**src/hw/rtl/wwj_pkg.sv**
```systemverilog
// Package with the state type and the constants of the word-wrap line justifier.
`default_nettype none

package wwj_pkg;

    localparam logic [1:0] MODE_VERBATIM = 2'd0;
    localparam logic [1:0] MODE_LEFT     = 2'd1;
    localparam logic [1:0] MODE_CENTER   = 2'd2;
    localparam logic [1:0] MODE_RIGHT    = 2'd3;

    localparam logic [7:0] CH_NUL   = 8'h00;
    localparam logic [7:0] CH_SPACE = 8'h20;
    localparam logic [7:0] CH_BAR   = 8'h7C;

    typedef enum logic [4:0] {
        S_IDLE,
        S_DISPATCH,
        S_VB_PUT,
        S_VB_LIM,
        S_APPEND,
        S_BAR_PAD,
        S_END_CHECK,
        S_FIN_START,
        S_FIN_PAD,
        S_DONE,
        S_PW_START,
        S_PW_ROOM,
        S_PW_WORD,
        S_PW_SPACE,
        S_PW_PAD,
        S_PW_LIM,
        S_FL_INIT,
        S_FL_SCAN,
        S_FL_EMIT
    } t_state;

endpackage

`default_nettype wire

```
**src/hw/rtl/wwj_in_if.sv**
```systemverilog
// Channel interface that carries one message character beat.
`default_nettype none

interface wwj_in_if;
    logic       valid;
    logic       ready;
    logic [7:0] in_char;
    logic       msg_last;

    modport source (output valid, output in_char, output msg_last, input ready);
    modport sink (input valid, input in_char, input msg_last, output ready);
endinterface

`default_nettype wire

```
**src/hw/rtl/wwj_out_if.sv**
```systemverilog
// Channel interface that carries one formatted display character beat.
`default_nettype none

interface wwj_out_if;
    logic       valid;
    logic       ready;
    logic [7:0] out_char;
    logic       run_last;
    logic       msg_done;

    modport source (output valid, output out_char, output run_last, output msg_done,
                    input ready);
    modport sink (input valid, input out_char, input run_last, input msg_done,
                  output ready);
endinterface

`default_nettype wire

```
**src/hw/rtl/word_wrap_line_justifier.sv**
```systemverilog
// Top level of the greedy word-wrap line justifier for a fixed-width display.
//
// Message characters enter on i_in, one beat per character; a beat with a zero
// character or msg_last ends the message, as does the MAX_CHARS-th character.
// Formatted characters leave on o_out. run_last marks the last beat caused by
// one input beat and msg_done the final character of the formatted message.
// The user writes the justify mode register through i_cfg_we and i_cfg_wdata
// only while the block is idle; the block itself does not enforce this.
// A small sequencer steps one character move per cycle through the line and
// word buffers, unless a stalled receiver holds an emit: each placed or padded
// character is one move, the trailing space scan of a centered or right line
// looks at up to LINE_LEN characters, and each emitted character is one move.
// The block takes a new beat only when the previous one is fully processed.
// Results pass through a one-beat hold stage and an output register, so a
// stalled receiver only holds the sequencer when a further character must be
// emitted. Synchronous reset empties both buffers logically and clears the
// fill, word-length, emit and accepted-character counters and the mode
// register; no clearing pass follows reset.
`default_nettype none

module word_wrap_line_justifier #(
    parameter int MAX_CHARS = 64,
    parameter int LINE_LEN  = 8
) (
    input  wire        i_clk,
    input  wire        i_rst_n,
    input  wire        i_cfg_we,
    input  wire  [1:0] i_cfg_wdata,
    wwj_in_if.sink     i_in,
    wwj_out_if.source  o_out
);
    import wwj_pkg::*;

    localparam int LW = (LINE_LEN > 1) ? $clog2(LINE_LEN) : 1;
    localparam int CW = $clog2(LINE_LEN + 1);
    localparam int MW = $clog2(MAX_CHARS + 1);
    localparam int SW = ((MW > CW) ? MW : CW) + 1;
    localparam logic [CW-1:0] LINE_LEN_C = CW'(LINE_LEN);
    localparam logic [MW-1:0] MAX_C      = MW'(MAX_CHARS);
    localparam logic [SW-1:0] MAX_S      = SW'(MAX_CHARS);
    localparam logic [LW-1:0] LAST_IDX   = LW'(LINE_LEN - 1);

    t_state r_state, n_state;
    t_state r_pw_ret, n_pw_ret;
    t_state r_fl_ret, n_fl_ret;

    logic [1:0]    r_mode;
    logic [7:0]    r_line [LINE_LEN];
    logic [7:0]    r_word [LINE_LEN];
    logic [CW-1:0] r_fill, n_fill;
    logic [CW-1:0] r_wlen, n_wlen;
    logic [MW-1:0] r_emit, n_emit;
    logic [MW-1:0] r_acc, n_acc;
    logic          r_fin, n_fin;
    logic          r_skip, n_skip;
    logic          r_end, n_end;
    logic [7:0]    r_c, n_c;
    logic          r_last, n_last;
    logic [CW-1:0] r_pw_len, n_pw_len;
    logic [CW-1:0] r_room, n_room;
    logic          r_fit, n_fit;
    logic          r_pass, n_pass;
    logic          r_fl_final, n_fl_final;
    logic [LW-1:0] r_idx, n_idx;
    logic [CW-1:0] r_cnt, n_cnt;
    logic          r_hold_v, n_hold_v;
    logic [7:0]    r_hold_c, n_hold_c;
    logic          r_hold_done, n_hold_done;
    logic          r_out_v, n_out_v;
    logic [7:0]    r_out_c, n_out_c;
    logic          r_out_rl, n_out_rl;
    logic          r_out_md, n_out_md;

    logic          w_put_en;
    logic [7:0]    w_put_ch;
    logic          w_wput_en;

    logic          w_in_acc;
    logic          w_out_free;
    logic          w_emit_ok;
    logic [SW-1:0] w_sum;
    logic          w_lim;
    logic          w_drain;
    logic          w_full;
    logic [SW-1:0] w_cap;
    logic [CW-1:0] w_rem;
    logic [CW-1:0] w_room;
    logic          w_fit;
    logic [7:0]    w_line_rd;
    logic [7:0]    w_word_rd;
    logic          w_scan_sp;
    logic          w_scan_done;
    logic [CW-1:0] w_t_next;
    logic [CW-1:0] w_amt_raw;
    logic [CW-1:0] w_amt;
    logic [LW-1:0] w_start;
    logic [MW-1:0] w_acc_next;
    logic          w_end_d;
    logic          w_take;
    logic          w_rotate;
    logic          w_emit_last;
    logic [LW-1:0] w_idx_inc;

    assign w_in_acc   = i_in.valid && i_in.ready;
    assign w_out_free = !r_out_v || o_out.ready;
    assign w_emit_ok  = !r_hold_v || w_out_free;
    assign w_sum      = SW'(r_emit) + SW'(r_fill);
    assign w_lim      = w_sum >= MAX_S;
    assign w_drain    = r_emit >= MAX_C;
    assign w_full     = r_fill >= LINE_LEN_C;
    assign w_cap      = w_lim ? '0 : (MAX_S - w_sum);
    assign w_rem      = LINE_LEN_C - r_fill;
    assign w_room     = (w_cap < SW'(w_rem)) ? CW'(w_cap) : w_rem;
    assign w_fit      = (r_pw_len != '0) && (r_pw_len <= w_room);
    assign w_line_rd  = r_line[r_idx];
    assign w_word_rd  = r_word[r_idx];
    assign w_scan_sp  = w_line_rd == CH_SPACE;
    assign w_scan_done = !w_scan_sp || (r_idx == '0);
    assign w_t_next   = r_cnt + CW'(w_scan_sp);
    assign w_amt_raw  = (r_mode == MODE_RIGHT) ? w_t_next : (w_t_next >> 1);
    assign w_amt      = (w_amt_raw == LINE_LEN_C) ? '0 : w_amt_raw;
    assign w_start    = (w_amt == '0) ? '0 : LW'(LINE_LEN_C - w_amt);
    assign w_acc_next = (r_acc < MAX_C) ? r_acc + 1'b1 : r_acc;
    assign w_end_d    = (r_c == CH_NUL) || r_last || (w_acc_next >= MAX_C);
    assign w_take     = (r_c != CH_NUL) && !w_drain;
    assign w_rotate   = (r_fill == LINE_LEN_C) &&
                        ((r_mode == MODE_CENTER) || (r_mode == MODE_RIGHT));
    assign w_emit_last = r_cnt == (r_fill - 1'b1);
    assign w_idx_inc  = (r_idx == LAST_IDX) ? '0 : r_idx + 1'b1;

    always_comb begin
        n_state = r_state;
        case (r_state)
            S_IDLE: begin
                if (w_in_acc) begin
                    n_state = S_DISPATCH;
                end
            end
            S_DISPATCH: begin
                if (!w_take) begin
                    n_state = S_END_CHECK;
                end else if (r_mode == MODE_VERBATIM) begin
                    n_state = w_full ? S_FL_INIT : S_VB_PUT;
                end else if (r_c == CH_SPACE) begin
                    n_state = (r_wlen != '0) ? S_PW_START : S_END_CHECK;
                end else if (r_c == CH_BAR) begin
                    n_state = S_PW_START;
                end else begin
                    n_state = (r_wlen >= LINE_LEN_C) ? S_PW_START : S_APPEND;
                end
            end
            S_VB_PUT: n_state = S_VB_LIM;
            S_VB_LIM: n_state = w_lim ? S_FL_INIT : S_END_CHECK;
            S_APPEND: n_state = S_END_CHECK;
            S_BAR_PAD: n_state = S_PW_START;
            S_END_CHECK: begin
                n_state = (r_end && !w_drain) ? S_FIN_START : S_DONE;
            end
            S_FIN_START: begin
                if ((r_mode != MODE_VERBATIM) && ((r_wlen != '0) || r_skip)) begin
                    n_state = S_PW_START;
                end else begin
                    n_state = S_FIN_PAD;
                end
            end
            S_FIN_PAD: begin
                if (w_drain || (r_fill == '0)) begin
                    n_state = S_DONE;
                end else if ((r_mode != MODE_VERBATIM) && !w_full && !w_lim) begin
                    n_state = S_FIN_PAD;
                end else begin
                    n_state = S_FL_INIT;
                end
            end
            S_DONE: begin
                if (w_emit_ok) begin
                    n_state = S_IDLE;
                end
            end
            S_PW_START: begin
                if (w_drain) begin
                    n_state = r_pw_ret;
                end else if (w_full) begin
                    n_state = S_FL_INIT;
                end else begin
                    n_state = S_PW_ROOM;
                end
            end
            S_PW_ROOM: begin
                if (w_fit) begin
                    n_state = S_PW_WORD;
                end else if (w_room == '0) begin
                    n_state = S_PW_LIM;
                end else begin
                    n_state = S_PW_PAD;
                end
            end
            S_PW_WORD: begin
                if (CW'(r_idx) == (r_pw_len - 1'b1)) begin
                    n_state = S_PW_SPACE;
                end
            end
            S_PW_SPACE: n_state = S_PW_LIM;
            S_PW_PAD: begin
                if (r_cnt == CW'(1)) begin
                    n_state = S_PW_LIM;
                end
            end
            S_PW_LIM: begin
                if (w_lim) begin
                    n_state = S_FL_INIT;
                end else if (r_fit || (r_pw_len == '0) || r_pass) begin
                    n_state = r_pw_ret;
                end else begin
                    n_state = S_PW_START;
                end
            end
            S_FL_INIT: begin
                if (r_fill == '0) begin
                    n_state = r_fl_ret;
                end else if (w_rotate) begin
                    n_state = S_FL_SCAN;
                end else begin
                    n_state = S_FL_EMIT;
                end
            end
            S_FL_SCAN: begin
                if (w_scan_done) begin
                    n_state = S_FL_EMIT;
                end
            end
            S_FL_EMIT: begin
                if (w_emit_ok && w_emit_last) begin
                    n_state = r_fl_ret;
                end
            end
            default: n_state = S_IDLE;
        endcase
    end

    always_comb begin
        n_fill      = r_fill;
        n_wlen      = r_wlen;
        n_emit      = r_emit;
        n_acc       = r_acc;
        n_fin       = r_fin;
        n_skip      = r_skip;
        n_end       = r_end;
        n_c         = r_c;
        n_last      = r_last;
        n_pw_len    = r_pw_len;
        n_pw_ret    = r_pw_ret;
        n_room      = r_room;
        n_fit       = r_fit;
        n_pass      = r_pass;
        n_fl_final  = r_fl_final;
        n_fl_ret    = r_fl_ret;
        n_idx       = r_idx;
        n_cnt       = r_cnt;
        n_hold_v    = r_hold_v;
        n_hold_c    = r_hold_c;
        n_hold_done = r_hold_done;
        n_out_v     = r_out_v && !o_out.ready;
        n_out_c     = r_out_c;
        n_out_rl    = r_out_rl;
        n_out_md    = r_out_md;
        w_put_en    = 1'b0;
        w_put_ch    = CH_SPACE;
        w_wput_en   = 1'b0;
        case (r_state)
            S_IDLE: begin
                if (w_in_acc) begin
                    n_c    = i_in.in_char;
                    n_last = i_in.msg_last;
                    if (r_fin) begin
                        n_fill = '0;
                        n_wlen = '0;
                        n_emit = '0;
                        n_acc  = '0;
                        n_skip = 1'b0;
                        n_fin  = 1'b0;
                    end
                end
            end
            S_DISPATCH: begin
                if (r_c != CH_NUL) begin
                    n_acc = w_acc_next;
                end
                n_end = w_end_d;
                n_pass = 1'b0;
                if (w_take) begin
                    if (r_mode == MODE_VERBATIM) begin
                        n_fl_final = 1'b0;
                        n_fl_ret   = S_VB_PUT;
                    end else if (r_c == CH_SPACE) begin
                        n_skip   = 1'b1;
                        n_pw_len = r_wlen;
                        n_pw_ret = S_END_CHECK;
                        n_wlen   = '0;
                    end else if (r_c == CH_BAR) begin
                        n_skip   = 1'b0;
                        n_pw_len = r_wlen;
                        n_pw_ret = (r_wlen != '0) ? S_BAR_PAD : S_END_CHECK;
                        n_wlen   = '0;
                    end else begin
                        n_skip = 1'b0;
                        if (r_wlen >= LINE_LEN_C) begin
                            n_pw_len = r_wlen;
                            n_pw_ret = S_APPEND;
                            n_wlen   = '0;
                        end
                    end
                end
            end
            S_VB_PUT: begin
                w_put_en = !w_full;
                w_put_ch = r_c;
                if (!w_full) begin
                    n_fill = r_fill + 1'b1;
                end
            end
            S_VB_LIM: begin
                n_fl_final = 1'b1;
                n_fl_ret   = S_END_CHECK;
            end
            S_APPEND: begin
                w_wput_en = 1'b1;
                n_wlen    = r_wlen + 1'b1;
            end
            S_BAR_PAD: begin
                n_pw_len = '0;
                n_pw_ret = S_END_CHECK;
                n_pass   = 1'b0;
            end
            S_FIN_START: begin
                n_pw_len = r_wlen;
                n_pw_ret = S_FIN_PAD;
                n_pass   = 1'b0;
                n_wlen   = '0;
                n_skip   = 1'b0;
            end
            S_FIN_PAD: begin
                n_fl_final = 1'b1;
                n_fl_ret   = S_DONE;
                if (!w_drain && (r_fill != '0) && (r_mode != MODE_VERBATIM) &&
                    !w_full && !w_lim) begin
                    w_put_en = 1'b1;
                    n_fill   = r_fill + 1'b1;
                end
            end
            S_DONE: begin
                if (w_emit_ok) begin
                    n_fin = r_end;
                    if (r_hold_v) begin
                        n_out_v  = 1'b1;
                        n_out_c  = r_hold_c;
                        n_out_rl = 1'b1;
                        n_out_md = r_hold_done;
                        n_hold_v = 1'b0;
                    end
                end
            end
            S_PW_START: begin
                n_fl_final = 1'b0;
                n_fl_ret   = S_PW_ROOM;
            end
            S_PW_ROOM: begin
                n_room = w_room;
                n_fit  = w_fit;
                n_idx  = '0;
                n_cnt  = w_room;
            end
            S_PW_WORD: begin
                w_put_en = !w_full;
                w_put_ch = w_word_rd;
                if (!w_full) begin
                    n_fill = r_fill + 1'b1;
                end
                n_idx = r_idx + 1'b1;
            end
            S_PW_SPACE: begin
                if ((r_room > r_pw_len) && !w_full) begin
                    w_put_en = 1'b1;
                    n_fill   = r_fill + 1'b1;
                end
            end
            S_PW_PAD: begin
                w_put_en = !w_full;
                if (!w_full) begin
                    n_fill = r_fill + 1'b1;
                end
                n_cnt = r_cnt - 1'b1;
            end
            S_PW_LIM: begin
                n_fl_final = 1'b1;
                n_fl_ret   = r_pw_ret;
                if (!w_lim && !r_fit && (r_pw_len != '0) && !r_pass) begin
                    n_pass = 1'b1;
                end
            end
            S_FL_INIT: begin
                n_cnt = '0;
                n_idx = w_rotate ? LAST_IDX : '0;
            end
            S_FL_SCAN: begin
                if (w_scan_done) begin
                    n_idx = w_start;
                    n_cnt = '0;
                end else begin
                    n_idx = r_idx - 1'b1;
                    n_cnt = w_t_next;
                end
            end
            S_FL_EMIT: begin
                if (w_emit_ok) begin
                    if (r_hold_v) begin
                        n_out_v  = 1'b1;
                        n_out_c  = r_hold_c;
                        n_out_rl = 1'b0;
                        n_out_md = r_hold_done;
                    end
                    n_hold_v    = 1'b1;
                    n_hold_c    = w_line_rd;
                    n_hold_done = r_fl_final && w_emit_last;
                    n_idx       = w_idx_inc;
                    n_cnt       = r_cnt + 1'b1;
                    if (w_emit_last) begin
                        n_emit = MW'(w_sum);
                        n_fill = '0;
                    end
                end
            end
            default: begin
                n_fill = r_fill;
            end
        endcase
    end

    always_ff @(posedge i_clk) begin
        if (!i_rst_n) begin
            r_state  <= S_IDLE;
            r_mode   <= MODE_VERBATIM;
            r_fill   <= '0;
            r_wlen   <= '0;
            r_emit   <= '0;
            r_acc    <= '0;
            r_fin    <= 1'b0;
            r_skip   <= 1'b0;
            r_hold_v <= 1'b0;
            r_out_v  <= 1'b0;
        end else begin
            r_state  <= n_state;
            r_fill   <= n_fill;
            r_wlen   <= n_wlen;
            r_emit   <= n_emit;
            r_acc    <= n_acc;
            r_fin    <= n_fin;
            r_skip   <= n_skip;
            r_hold_v <= n_hold_v;
            r_out_v  <= n_out_v;
            if (i_cfg_we) begin
                r_mode <= i_cfg_wdata;
            end
        end
    end

    always_ff @(posedge i_clk) begin
        r_end       <= n_end;
        r_c         <= n_c;
        r_last      <= n_last;
        r_pw_len    <= n_pw_len;
        r_pw_ret    <= n_pw_ret;
        r_room      <= n_room;
        r_fit       <= n_fit;
        r_pass      <= n_pass;
        r_fl_final  <= n_fl_final;
        r_fl_ret    <= n_fl_ret;
        r_idx       <= n_idx;
        r_cnt       <= n_cnt;
        r_hold_c    <= n_hold_c;
        r_hold_done <= n_hold_done;
        r_out_c     <= n_out_c;
        r_out_rl    <= n_out_rl;
        r_out_md    <= n_out_md;
    end

    always_ff @(posedge i_clk) begin
        if (w_put_en) begin
            r_line[r_fill[LW-1:0]] <= w_put_ch;
        end
        if (w_wput_en) begin
            r_word[r_wlen[LW-1:0]] <= r_c;
        end
    end

    assign i_in.ready     = r_state == S_IDLE;
    assign o_out.valid    = r_out_v;
    assign o_out.out_char = r_out_c;
    assign o_out.run_last = r_out_rl;
    assign o_out.msg_done = r_out_md;

endmodule

`default_nettype wire

```
**src/flat_wrapper.sv**
```systemverilog
// flat-port wrapper written by rule: the top's interface ports become plain ports
module word_wrap_line_justifier_flat import wwj_pkg::*;
#(
    parameter int MAX_CHARS = 64,
    parameter int LINE_LEN  = 8
)
  (i_clk, i_rst_n, i_cfg_we, i_cfg_wdata, i_in_valid, i_in_in_char, i_in_msg_last, i_in_ready, o_out_valid, o_out_out_char, o_out_run_last, o_out_msg_done, o_out_ready);
  wwj_in_if i_in_i ();
  wwj_out_if o_out_i ();
  input  wire i_clk;
  input  wire i_rst_n;
  input  wire i_cfg_we;
  input  wire  [1:0] i_cfg_wdata;
  input wire logic [$bits(i_in_i.valid)-1:0] i_in_valid;
  input wire logic [$bits(i_in_i.in_char)-1:0] i_in_in_char;
  input wire logic [$bits(i_in_i.msg_last)-1:0] i_in_msg_last;
  output wire logic [$bits(i_in_i.ready)-1:0] i_in_ready;
  output wire logic [$bits(o_out_i.valid)-1:0] o_out_valid;
  output wire logic [$bits(o_out_i.out_char)-1:0] o_out_out_char;
  output wire logic [$bits(o_out_i.run_last)-1:0] o_out_run_last;
  output wire logic [$bits(o_out_i.msg_done)-1:0] o_out_msg_done;
  input wire logic [$bits(o_out_i.ready)-1:0] o_out_ready;
  assign i_in_i.valid = i_in_valid;
  assign i_in_i.in_char = i_in_in_char;
  assign i_in_i.msg_last = i_in_msg_last;
  assign i_in_ready = i_in_i.ready;
  assign o_out_valid = o_out_i.valid;
  assign o_out_out_char = o_out_i.out_char;
  assign o_out_run_last = o_out_i.run_last;
  assign o_out_msg_done = o_out_i.msg_done;
  assign o_out_i.ready = o_out_ready;
  word_wrap_line_justifier #(.MAX_CHARS(MAX_CHARS), .LINE_LEN(LINE_LEN)) u_core (.i_clk(i_clk), .i_rst_n(i_rst_n), .i_cfg_we(i_cfg_we), .i_cfg_wdata(i_cfg_wdata), .i_in(i_in_i), .o_out(o_out_i));
endmodule
```
**config.mk**
```make
export PLATFORM = sky130hd
export DESIGN_NAME = word_wrap_line_justifier_flat
export DESIGN_NICKNAME = d
export VERILOG_FILES = /design/src/hw/rtl/wwj_pkg.sv /design/src/hw/rtl/wwj_in_if.sv /design/src/hw/rtl/wwj_out_if.sv /design/src/hw/rtl/word_wrap_line_justifier.sv /design/src/flat_wrapper.sv
export SDC_FILE = /design/constraint.sdc
export NUM_CORES = 1
export LEC_CHECK = 0
export ABC_AREA = 1
export BUFFER_PORTS_ARGS = -buffer_cell sky130_fd_sc_hd__clkbuf_2
export CAP_MARGIN = 30
export CELL_PAD_IN_SITES_DETAIL_PLACEMENT = 2
export CELL_PAD_IN_SITES_GLOBAL_PLACEMENT = 2
export CORE_MARGIN = 2
export CORE_UTILIZATION = 41
export CTS_CLUSTER_SIZE = 24
export DETAILED_ROUTE_END_ITERATION = 6
export MAX_ROUTING_LAYER = met4
export PLACE_DENSITY_LB_ADDON = 0.1
export SLEW_MARGIN = 10
export SYNTH_ARGS = -nofsm -noshare
export SYNTH_HDL_FRONTEND = slang
export SYNTH_SLANG_ARGS = --single-unit
```
**constraint.sdc**
```tcl
create_clock -name i_clk -period 5.3 [get_ports i_clk]
set_input_delay 0.795 -clock i_clk [delete_from_list [all_inputs] [get_ports i_clk]]
set_output_delay 0.795 -clock i_clk [all_outputs]
set_load 0.02 [all_outputs]
```
== After elaboration in Yosys (flattened, before gate mapping) ==
Memory sizes are Yosys's and may differ from the RTL's. A register that Yosys moved wholly into a read port is not among the register bits.
Index checks and enable logic that the tools add are counted.
W data, S select, Z words.
Storage, ports and cells
  bits in registers: 90
  memory bits (writable): 128
  output and inout bits: 12
  logic and storage cells: 301
  memories: 2
Memories
  u_core.r_line: words 8, width 8, read ports 1, clocked after Yosys merged registers in 1, write ports 1, RTL line word_wrap_line_justifier.sv:48  | logic [7:0] r_line [LINE_LEN];
  u_core.r_word: words 8, width 8, read ports 1, clocked after Yosys merged registers in 1, write ports 1, RTL line word_wrap_line_justifier.sv:49  | logic [7:0] r_word [LINE_LEN];
Operators by class
  add/subtract/negate cells: 14
  $lt $le $gt $ge: 9
  equality and inequality tests: 49
  mux-type cells: 114
  reductions and logical operators: 86
Operators by type and width (count)
  $mux W5: 27
  $mux W4: 25
  $pmux W5 S19: 1
  $mux W7: 6
  $eq A5 B4 Y1 const B: 8
  $pmux W4 S5: 2
  $ne A2 B1 Y1 const B: 15
  $pmux W7 S2: 2
  $mux W1: 27
  $pmux W5 S5: 1
  $mux W3: 7
  $eq A5 B3 Y1 const B: 4
  $reduce_bool A5 Y1: 4
  $logic_and A1 B1 Y1: 19
  $eq A8 B6 Y1 const B: 2
  $logic_not A4 Y1: 4
  $pmux W4 S4: 1
  $pmux W8 S2: 1
  $reduce_bool A4 Y1: 4
  $eq A5 B5 Y1 const B: 3
  $pmux W3 S5: 1
  $pmux W5 S3: 1
  $reduce_and A3 Y1: 5
  $reduce_and A5 Y1: 3
  48 further kinds: 99

== Longest topological paths before layout ==
Gate-level depths: netlist of run 1.
  word-level depth: 10
  mapped depth: 32
  depth with buffers taken out: 32

== Worst setup path before layout of run 1 ==
No wires, ideal clock.
  kind: register to register
  from: register u_core.r_fill[0]
  to: register u_core.r_state[0]
  library setup time: 69 ps
  arrival: 3999 ps
  required time: 5231 ps
  path slack: 1232 ps
  cell stages (with the launch flop): 30
  buffers on the path: 0
  clock period less this slack: 4068 ps
  path through: dfxtp_1 ha_1 inv_1 fa_1 inv_1 nand2_1 nand2_1 nand4_1 nand2_1 inv_2 nor2_4 o21ai_1 a21oi_2 ha_1 a21o_1 a21oi_4 nand3_1 nand2_4 inv_1 ha_1 nand2_1 o21ai_0 a21oi_1 nor3_1 inv_1 nor2_2 nand3_1 nand2_1 nand2_1 a21oi_2
Between the ends
  longest elaborated chain between the ends: 9
RTL lines
  start, declared: RTL line word_wrap_line_justifier.sv:50  | logic [CW-1:0] r_fill, n_fill;
  start signal, assigned: RTL line word_wrap_line_justifier.sv:453  | r_fill <= n_fill;
  $add A7 B4 Y8: RTL line word_wrap_line_justifier.sv:107  | assign w_sum = SW'(r_emit) + SW'(r_fill);
  $sub A7 B8 Y8 / $ge A8 B7 Y1 (equally long branches): RTL line word_wrap_line_justifier.sv:111, word_wrap_line_justifier.sv:108
  $mux W8: RTL line word_wrap_line_justifier.sv:111  | assign w_cap = w_lim ? '0 : (MAX_S - w_sum);
  $lt A8 B4 Y1: RTL line word_wrap_line_justifier.sv:113  | assign w_room = (w_cap < SW'(w_rem)) ? CW'(w_cap) : w_rem;
  $mux W4 (*): RTL line word_wrap_line_justifier.sv:113
  via u_core.w_room[3]: RTL line word_wrap_line_justifier.sv:87  | logic [CW-1:0] w_room;
  $le A4 B4 Y1 (*): RTL line word_wrap_line_justifier.sv:114  | assign w_fit = (r_pw_len != '0) && (r_pw_len <= w_room);
  $logic_and A1 B1 Y1 (*): RTL line word_wrap_line_justifier.sv:114
  via u_core.w_fit: RTL line word_wrap_line_justifier.sv:88  | logic w_fit;
  $mux W5 (*): RTL line word_wrap_line_justifier.sv:190  | if (w_fit) begin
  $pmux W5 S19 (*): RTL line word_wrap_line_justifier.sv:133  | case (r_state)
  end signal, assigned: RTL line word_wrap_line_justifier.sv:452  | r_state <= n_state;
  end, declared: RTL line word_wrap_line_justifier.sv:43  | t_state r_state, n_state;
The timed path passes the listed nets; every way through them passes the cells marked *.
A chain may end at the register's enable or synchronous reset.

== Final worst setup path of run 1 ==
  from: register u_core.r_emit[0]
  to: register u_core.r_state[0]
Between the ends
  longest elaborated chain between the ends: 9
RTL lines
  start, declared: RTL line word_wrap_line_justifier.sv:52  | logic [MW-1:0] r_emit, n_emit;
  start signal, assigned: RTL line word_wrap_line_justifier.sv:455  | r_emit <= n_emit;
  $add A7 B4 Y8 (*): RTL line word_wrap_line_justifier.sv:107
  $sub A7 B8 Y8 / $ge A8 B7 Y1 (equally long branches): RTL line word_wrap_line_justifier.sv:111, word_wrap_line_justifier.sv:108
  $mux W8 (*): RTL line word_wrap_line_justifier.sv:111
  $lt A8 B4 Y1: RTL line word_wrap_line_justifier.sv:113
  $mux W4 (*): RTL line word_wrap_line_justifier.sv:113
  via u_core.w_room[0]: RTL line word_wrap_line_justifier.sv:87
  $le A4 B4 Y1 (*): RTL line word_wrap_line_justifier.sv:114
  $logic_and A1 B1 Y1 (*): RTL line word_wrap_line_justifier.sv:114
  via u_core.w_fit: RTL line word_wrap_line_justifier.sv:88
  $mux W5 (*): RTL line word_wrap_line_justifier.sv:190
  $pmux W5 S19 (*): RTL line word_wrap_line_justifier.sv:133
Marked as above.

==> flow_summary.toml, run 1 <==
[run_status]
status = "complete, no violations"

[grt]
gr-total-overflow = 0
grt_pass1_vias = 9733
grt_usage_pct = 28.2
grt_pass1_wl_microns = 58700
grt_max_degree = 37
antenna_found_initial = 0

[run]
cap_violations = 0

[clock_network]
cts_inserted_buffers = 26
postCtsSetupBuffers = 0
cts_buffer_depth = 3
holdBufCountCts = 0
cts_htree_levels = 1
clock_latency_ns = 0.55
clkSinkCount = 219
ctsResizeCount = 0
cts_tree = "built"
cts-root-buf = "clkbuf_16"
path_clk_slew_ns = 0.06

[placement]
port_buffers = 27
place.gp.congestion = 0.819
dp_cells = 1494
dp_hpwl_microns = 26900
placed_area_sq_um = 11500

[yosys]
yosysTopAreaCellShare_pct = 50.4
ys_ff_latch = 219
synth_area_leaders = "edfxtp_1, dfxtp_1, nor2_1, nand2_1, inv_1"
syn_nets = 1188
synth_seq_area_share_pct = 57.0
synthDistinctLibCells = 56
yosys_most_used_dff = "edfxtp_1"
syn_area_per_cell_sq_um = 9.58
yosysTopAreaCell = "edfxtp_1"
synth_edf_count = 183
async_flop_share_pct = 0
yosysWarningCount = 0
netlist_area_sq_um = 10900
syn_inst = 1138

[sta]
final_max_slew_viol_count = 0
rsz0062_at_grt = "no"
tns_ns = 0
max-slew-margin-rel_pct = 36.4
fin_skew_ns = 0.0200
finalCritPeriodShare_pct = 90.5
worst_slew_pin_slew_ns = 0.950
fmax_mhz = 208
hold_viol_final = 0
period_needed_ns = 4.80
setup_violations = 0

[pwr]
p_per_area_nw_per_um2 = 403
irDropWorstVdd_mv = 0.254
p_leak_nw = 4.74

[detailed_routing]
drtPass1Iterations = 5
routed_wl_microns = 38300
vias = 8816
drt_iter0_drc = 578
ant_nets = 0
wl_per_cell_microns = 24.7
drcViolationCount = 0
viasPerCell = 5.69

[floorplan]
start_util_pct = 41.8
coreArea_sq_um = 26100
rows = 59
die_w_microns = 167
die_y_microns = 167
io_pins = 28
dieArea_sq_um = 27900

[critical_path]
cp_max_fo = 6
max_stage_delay_ns = 0.45
crit_start = "u_core.r_emit[0]"
slowest_stage = "fa_1"
end_kind = "flip-flop"
r2r_setup_slack_ns = 0.50
reg2reg_to = "u_core.r_state[0]"
required_ns = 5.77
start_kind = "flip-flop"
r2r.worst_path.cells = 30
reg2reg_from = "u_core.r_emit[0]"
crit_end = "u_core.r_state[0]"
path_class = "reg2reg"
arrival_ns = 5.27

[cells_and_area]
final_nets = 1244
final_common_cell = "edfxtp_1"
final_cells = 1549
n_antenna_cell = 0
drive_above_1_share_pct = 13.9
mostFrequentLayoutCells = "edfxtp_1, nor2_1, nand2_1"
fin_area_sq_um = 12400
area_growth_pct = 13.9

[worst_hold_path]
hp-class = "reg2reg"
-- stage by stage --
stage / hold slack, ns / power (mW) / worst slack (ns) / utilization [%]
finish: 0.424 / 5.00 / 0.501 / 47.6
global route: 0.429 / 5.19 / 0.0950 / 47.6
CTS: 0.418 / 5.01 / 0.513 / 47.4
detailed placement: 0.425 / 3.19 / 0.584 / 44.1
global placement: 0.404 / 3.12 / 0.820 / 43.9
floorplan: 0.400 / 2.78 / 1.23 / -
-- cell usage after synthesis, types with 3 or more instances --
cell type,n
inv_1,126
nand4_1,18
nand3_2,3
nand2_2,10
nor2_2,11
clkbuf_1,14
nor2_1,178
nor3_2,3
edfxtp_1,183
buf_4,4
o2111ai_1,3
o21ai_1,34
nor3_1,22
inv_2,20
nand2_1,153
o22ai_1,11
xor2_1,7
dfxtp_1,36
xnor2_1,5
buf_2,7
nor2_4,5
o221ai_1,16
nand3_1,54
nor4_1,7
ha_1,33
o21ai_0,91
o211ai_1,3
a21oi_1,39
o21ai_2,5
a21oi_2,3
-- worst max-delay path: cells and delay by family, from the launching register on --
kind,cells,cell delay (ns)
AO/OA/AOI/OAI,9,1.39
AND/OR/NAND/NOR,11,1.28
adder cells (fa/ha/maj),4,1.13
buffers and inverters,6,0.58
flip-flops,1,0.34
-- report_power, final --
part / leakage, nW / internal [mW] / switching (mW) / total, mW
Sequential: 1.97 / 2.05 / 0.111 / 2.16
Clock: 0.416 / 1.06 / 0.758 / 1.82
Combinational: 2.36 / 0.279 / 0.745 / 1.02
Total: 4.74 / 3.39 / 1.61 / 5.00
-- cell type report --
cell class                      count  area [sq um]
Sequential cell                   219          6220
Tap cell                          335           419
Inverter                          147           552
Multi-Input combinational cell    744          4000
Fill cell                        2777         13600
Clock inverter                     13           135
Timing Repair Buffer               56           362
Clock buffer                       35           724
-- per-layer routing --
layer	wire, microns	track usage [%]	vias to the layer above
met5	0	-	-
met4	1130	8.36	0
met3	1560	3.45	75
met2	19400	48.8	207
met1	16200	34.7	4493
li1	-	-	4041
-- worst min path at each step --
stage,from,endpoint,slack [ns],cells past startpoint
after detailed placement,u_core.r_hold_c[6],u_core.o_out.out_char[6],0.42,0
after global routing,u_core.r_hold_c[6],u_core.o_out.out_char[6],0.43,0
after CTS,i_in_in_char[7],u_core.r_c[7],0.42,1
after floorplan,u_core.r_hold_done,u_core.o_out.msg_done,0.40,0
after global placement,u_core.r_hold_done,u_core.o_out.msg_done,0.40,0
final,u_core.r_hold_c[6],u_core.o_out.out_char[6],0.42,0
-- kinds of logic (layout without fill, tap and decap cells) --
kind of cell | Yosys count | count (layout) | synth area share, %
XOR/XNOR | 13 | 13 | 1.11
AND/OR/NAND/NOR | 476 | 476 | 19.6
flip-flops | 219 | 219 | 57.0
adder cells (fa/ha/maj) | 34 | 34 | 3.97
AO/OA/AOI/OAI | 221 | 221 | 11.8
buffers and inverters | 175 | 251 | 6.42
-- sequential cells by signal, indices dropped and copies added, names as in the netlist, 2 cells and up, named ones only --
register	cells
u_core.r_wlen	4
u_core.r_cnt	4
u_core.r_line	64
u_core.r_hold_c	8
u_core.r_idx	3
u_core.r_c	8
u_core.r_mode	2
u_core.r_pw_ret	4
u_core.r_acc	7
u_core.r_word	64
u_core.r_pw_len	4
u_core.r_fill	4
u_core.r_state	5
u_core.o_out.out_char	8
u_core.r_fl_ret	4
u_core.r_room	4
u_core.r_emit	7
Power figures use the tool's default switching activity.
==> run 2: changes to the inputs <==
--- a/config.mk
+++ b/config.mk
@@ -7,14 +7,13 @@
 export LEC_CHECK = 0
 export ABC_AREA = 1
 export BUFFER_PORTS_ARGS = -buffer_cell sky130_fd_sc_hd__clkbuf_2
-export CAP_MARGIN = 30
+export CAP_MARGIN = 20
 export CELL_PAD_IN_SITES_DETAIL_PLACEMENT = 2
 export CELL_PAD_IN_SITES_GLOBAL_PLACEMENT = 2
 export CORE_MARGIN = 2
 export CORE_UTILIZATION = 41
 export CTS_CLUSTER_SIZE = 24
 export DETAILED_ROUTE_END_ITERATION = 6
-export MAX_ROUTING_LAYER = met4
 export PLACE_DENSITY_LB_ADDON = 0.1
 export SLEW_MARGIN = 10
 export SYNTH_ARGS = -nofsm -noshare
==> constraint.sdc (replaced) <==
create_clock -name i_clk -period 4.6 [get_ports i_clk]
set_input_delay 0.69 -clock i_clk [delete_from_list [all_inputs] [get_ports i_clk]]
set_output_delay 0.69 -clock i_clk [all_outputs]
set_load 0.02 [all_outputs]
==> run 2 against run 1 <==
Utilization up 0.077 points. Largest cell class unchanged. Worst hold slack got worse by 0.097 ns. Cell count about the same. Worst setup slack lost 0.23 ns. Clock skew grew 0.0013 ns. Critical path depth down 3. Total power grew 16%. Die area stayed put.
==> flow_summary.toml, run 2 (synthesis results as in run 1) <==
[critical_path]
arrival_ns = 4.74
path_class = "reg2reg"
required_ns = 5.00
crit_start = "u_core.r_emit[0]"
end_kind = "flip-flop"
cp_max_fo = 4
r2r.worst_path.cells = 27
reg2reg_from = "u_core.r_emit[0]"
start_kind = "flip-flop"

[detailed_routing]
drt_iter0_drc = 486
vias = 8804
ant_nets = 0
wl_per_cell_microns = 25.0
routed_wl_microns = 38700
drcViolationCount = 0
drtPass1Iterations = 5
viasPerCell = 5.68

[clock_network]
cts_tree = "built"
cts-root-buf = "clkbuf_16"
path_clk_slew_ns = 0.07
cts_buffer_depth = 3
clkSinkCount = 219
cts_inserted_buffers = 26
holdBufCountCts = 0
clock_latency_ns = 0.55
cts_htree_levels = 1

[run_status]
status = "complete, no violations"

[placement]
port_buffers = 27
dp_cells = 1497
dp_hpwl_microns = 27300
place.gp.congestion = 0.865

[sta]
final_max_slew_viol_count = 0
fin_skew_ns = 0.0213
hold_slack_ns = 0.327
setup_violations = 0
hold_viol_final = 0
fmax_mhz = 231
worst_slew_pin_slew_ns = 1.16
max-slew-margin-rel_pct = 21.7
period_needed_ns = 4.33
finalCritPeriodShare_pct = 94.2

[floorplan]
coreArea_sq_um = 26100
rows = 59
dieArea_sq_um = 27900
die_y_microns = 167
die_w_microns = 167
start_util_pct = 41.8
io_pins = 28

[cells_and_area]
area_growth_pct = 14.1
mostFrequentLayoutCells = "edfxtp_1, nor2_1, nand2_1"
multi_input_area_sq_um = 4020
regArea_sq_um = 6220
drive_above_1_share_pct = 14.6
final_nets = 1245
final_common_cell = "edfxtp_1"
n_antenna_cell = 0
fillers = 2764
final_cells = 1550

[pwr]
irDropWorstVdd_mv = 0.269
p_leak_nw = 4.74
p_per_area_nw_per_um2 = 465

[worst_hold_path]
hp-class = "in2reg"
worstHoldPathCells = 1
min_from = "i_in_in_char[5]"

[grt]
grt_usage_pct = 27.6
grt_max_degree = 44
gr-total-overflow = 0
grt_pass1_wl_microns = 58900
antenna_found_initial = 0
grt_pass1_vias = 9884

[run]
cap_violations = 0
## run 2: cell types whose count changed in the layout (fill, tap and decap cells not counted), moves of 2 or more
cell | before | now
clkinv_1 | 4 | 6
nand3_2 | 3 | 5
dfxtp_2 | 1 | 3
a21oi_2 | 3 | 5
a21oi_1 | 39 | 37
buf_6 | 3 | 0
nand3_1 | 54 | 52
dfxtp_1 | 35 | 33
buf_4 | 23 | 29
## run 2: final timing paths
check                                                end  slack (ns)
worst min-delay path                       u_core.r_c[5]        0.33
worst min register to register  u_core.o_out.out_char[3]        0.42
worst max-delay path                   u_core.r_state[1]        0.27
worst max register to register         u_core.r_state[1]        0.27
## run 2: layout make-up
cell class,count,share of cell area (%)
Sequential cell,219,50.0
Clock buffer,36,5.94
Clock inverter,12,0.946
Multi-Input combinational cell,744,32.4
Tap cell,335,3.37
Inverter,147,4.44
Timing Repair Buffer,57,2.90
## run 2: per-layer routing
layer / track usage (%) / vias to the layer above / share of wire [%]
met5: 0 / - / 0
met4: 10.6 / 0 / 3.9
met3: 4.90 / 95 / 4.6
met2: 49.1 / 207 / 50
met1: 33.3 / 4451 / 41
li1: - / 4051 / -
## run 2: what timing repair did
item / 4_1_cts / 5_1_grt
pin swaps: 4 / 7
gates resized for setup: 3 / 8
endpoints found under the setup margin: 2 / 2
endpoints found under the hold margin: 0 / 0
setup buffers: 2 / 2
## run 2: per-stage QoR
stage | total power [mW] | TNS [ns] | instance area, sq um | setup WS, ns | util [%]
2_1_floorplan | 3.20 | 0 | 10900 | 0.532 | -
3_3_place_gp | 3.60 | 0 | 11500 | 0.273 | 44.2
3_5_place_dp | 3.67 | -0.0969 | 11500 | -0.0800 | 44.2
4_1_cts | 5.79 | 0 | 12400 | 0.00199 | 47.5
5_1_grt | 6.00 | -0.0195 | 12400 | -0.0195 | 47.7
6_report | 5.78 | 0 | 12400 | 0.267 | 47.7
## run 2: critical path: stages (launching register included)
cell,delay [ns]
dfxtp_1,0.34
ha_2,0.20
inv_1,0.07
fa_2,0.36
inv_2,0.09
nand2_1,0.05
nand2_1,0.09
nand4_1,0.08
nand2_1,0.13
inv_2,0.06
nor2_4,0.13
o21ai_1,0.09
a21oi_2,0.15
ha_1,0.27
a21o_1,0.21
a21oi_4,0.20
nand3_2,0.12
nand2_4,0.11
inv_1,0.04
ha_1,0.32
a21oi_1,0.15
o21ai_1,0.11
a21oi_2,0.19
nor3_2,0.07
nor4_1,0.21
o2111ai_1,0.18
nand2_1,0.11
a21oi_1,0.06
## run 2: power breakdown
group | internal, mW | total (mW) | switching, mW
logic | 0.320 | 1.19 | 0.869
clock network | 1.23 | 2.09 | 0.866
registers | 2.36 | 2.50 | 0.135
total | 3.91 | 5.78 | 1.87
==> run 3: changes to the inputs <==
--- a/config.mk
+++ b/config.mk
@@ -11,11 +11,10 @@
 export CELL_PAD_IN_SITES_DETAIL_PLACEMENT = 2
 export CELL_PAD_IN_SITES_GLOBAL_PLACEMENT = 2
 export CORE_MARGIN = 2
-export CORE_UTILIZATION = 41
+export CORE_UTILIZATION = 40
 export CTS_CLUSTER_SIZE = 24
 export DETAILED_ROUTE_END_ITERATION = 6
 export PLACE_DENSITY_LB_ADDON = 0.1
-export SLEW_MARGIN = 10
 export SYNTH_ARGS = -nofsm -noshare
 export SYNTH_HDL_FRONTEND = slang
 export SYNTH_SLANG_ARGS = --single-unit
==> run 3 against run 2 <==
Fmax grew 0.34%. Combinational power is essentially flat. Clock power shrank 2%. Clock-buffer cell count shrank 6. Worst hold slack gained 0.018 ns.
==> flow_summary.toml, run 3 (synthesis results as in run 1) <==
[run_status]
status = "complete, no violations"

[clock_network]
cts_inserted_buffers = 25
clock_latency_ns = 0.53
cts_buffer_depth = 3
cts_htree_levels = 1
cts-root-buf = "clkbuf_16"
cts_tree = "built"
path_clk_slew_ns = 0.07
clkSinkCount = 219

[sta]
fin_skew_ns = 0.0139
period_needed_ns = 4.32
max-slew-margin-rel_pct = 25.6
final_max_slew_viol_count = 0
finalCritPeriodShare_pct = 93.9
setup_violations = 0
hold_slack_ns = 0.345
fmax_mhz = 232
hold_viol_final = 0
worst_slew_pin_slew_ns = 1.11

[cells_and_area]
final_nets = 1248
mostFrequentLayoutCells = "edfxtp_1, nor2_1, nand2_1"
n_antenna_cell = 0
fillers = 2923
post-route-util_pct = 46.6
drive_above_1_share_pct = 16.2
final_cells = 1557
final_common_cell = "edfxtp_1"
area_growth_pct = 14.8

[critical_path]
arrival_ns = 4.76
path_buf_inv = 5
start_kind = "flip-flop"
crit_family = "simple AND/OR/NAND/NOR gates"
r2r.worst_path.cells = 29
path_class = "reg2reg"
required_ns = 5.05
cpMostUsedCell = "nand2_1"
reg2reg_to = "u_core.r_state[0]"
reg2reg_from = "u_core.r_emit[0]"
max_stage_delay_ns = 0.40
end_kind = "flip-flop"
slowest_stage = "fa_2"
r2r_setup_slack_ns = 0.28
cp_max_fo = 4

[worst_hold_path]
worstHoldPathCells = 1
min_from = "i_in_in_char[7]"
min_to = "u_core.r_c[7]"
hp-class = "in2reg"

[floorplan]
io_pins = 28
start_util_pct = 40.5
rows = 60
die_w_microns = 169
coreArea_sq_um = 26900
dieArea_sq_um = 28600
die_y_microns = 169

[grt]
grt_max_degree = 45
grt_pass1_vias = 9607
antenna_found_initial = 0
grt_pass1_wl_microns = 56700
gr-total-overflow = 0
grt_usage_pct = 26.0

[detailed_routing]
drt_iter0_drc = 512
drtPass1Iterations = 4
vias = 8689
drcViolationCount = 0
viasPerCell = 5.58
wl_per_cell_microns = 23.7
routed_wl_microns = 36800
ant_nets = 0

[placement]
place.gp.congestion = 0.858
dp_hpwl_microns = 26000
port_buffers = 27
dp_cells = 1501

[run]
cap_violations = 0

[pwr]
irDropWorstVdd_mv = 0.237
p_leak_nw = 4.75
p_per_area_nw_per_um2 = 455
## run 3: changes by cell type in the layout (fill, tap and decap cells not counted), moves of 3 or more
cell	before	now
clkinv_1	6	1
clkinv_2	3	7
clkbuf_4	1	4
clkbuf_8	5	2
ha_4	0	3
nand2_1	153	150
## run 3: power breakdown
part	total, mW	switching, mW	internal [mW]
clock network	2.04	0.844	1.20
logic	1.17	0.826	0.344
registers	2.48	0.122	2.36
## run 3: worst register-to-register path, delay by kind of cell, from the launching register on
family / cells / cell delay [ns]
AO/OA/AOI/OAI: 7 / 1.00
adder cells (fa/ha/maj): 4 / 1.11
AND/OR/NAND/NOR: 13 / 1.44
buffers and inverters: 5 / 0.35
flip-flops: 1 / 0.35
## run 3: area by class of cell
class	instances	area [sq um]	area share, %
clock buffers	30	664	5.31
clock inverters	15	165	1.32
inverters	147	552	4.41
multi-input cells	744	4090	32.7
flip-flops and latches	219	6220	49.7
well taps	341	427	3.41
repair buffers	61	390	3.12
## run 3: timing repair
item	4_1_cts	5_1_grt
resized for setup	1	25
hold endpoints to repair	0	0
endpoints found under the setup margin	2	2
pin swaps	1	13
setup buffers	2	4
hold buffers	0	0
cloned	0	0
## run 3: metal layers
| layer | share of wire, % | routed length (microns) | vias to the layer above | track usage (%) |
|---|---|---|---|---|
| li1 | - | - | 4042 | - |
| met1 | 43 | 15700 | 4454 | 32.1 |
| met2 | 52 | 19000 | 137 | 47.5 |
| met3 | 3.4 | 1240 | 56 | 3.60 |
| met4 | 2.5 | 911 | 0 | 7.51 |
| met5 | 0 | 0 | - | 0 |
## run 3: worst max path at each step
stage | from | endpoint | cells past startpoint
global route | u_core.r_emit[0] | u_core.r_state[1] | 27
CTS | u_core.r_fill[0] | u_core.r_state[1] | 27
floorplan | u_core.r_fill[0] | u_core.r_state[0] | 29
finish | u_core.r_emit[0] | u_core.r_state[0] | 29
global placement | u_core.r_emit[0] | u_core.r_state[0] | 29
detailed placement | u_core.r_fill[0] | u_core.r_state[0] | 29
## run 3: through the flow
step,setup WS [ns],TNS (ns),cell area [sq um],power (mW)
3_3_place_gp,0.249,0,11500,3.57
2_1_floorplan,0.532,0,10900,3.20
6_report,0.281,0,12500,5.70
4_1_cts,0.105,0,12300,5.69
5_1_grt,-0.0774,-0.130,12500,5.96
3_5_place_dp,-0.0832,-0.0832,11500,3.64
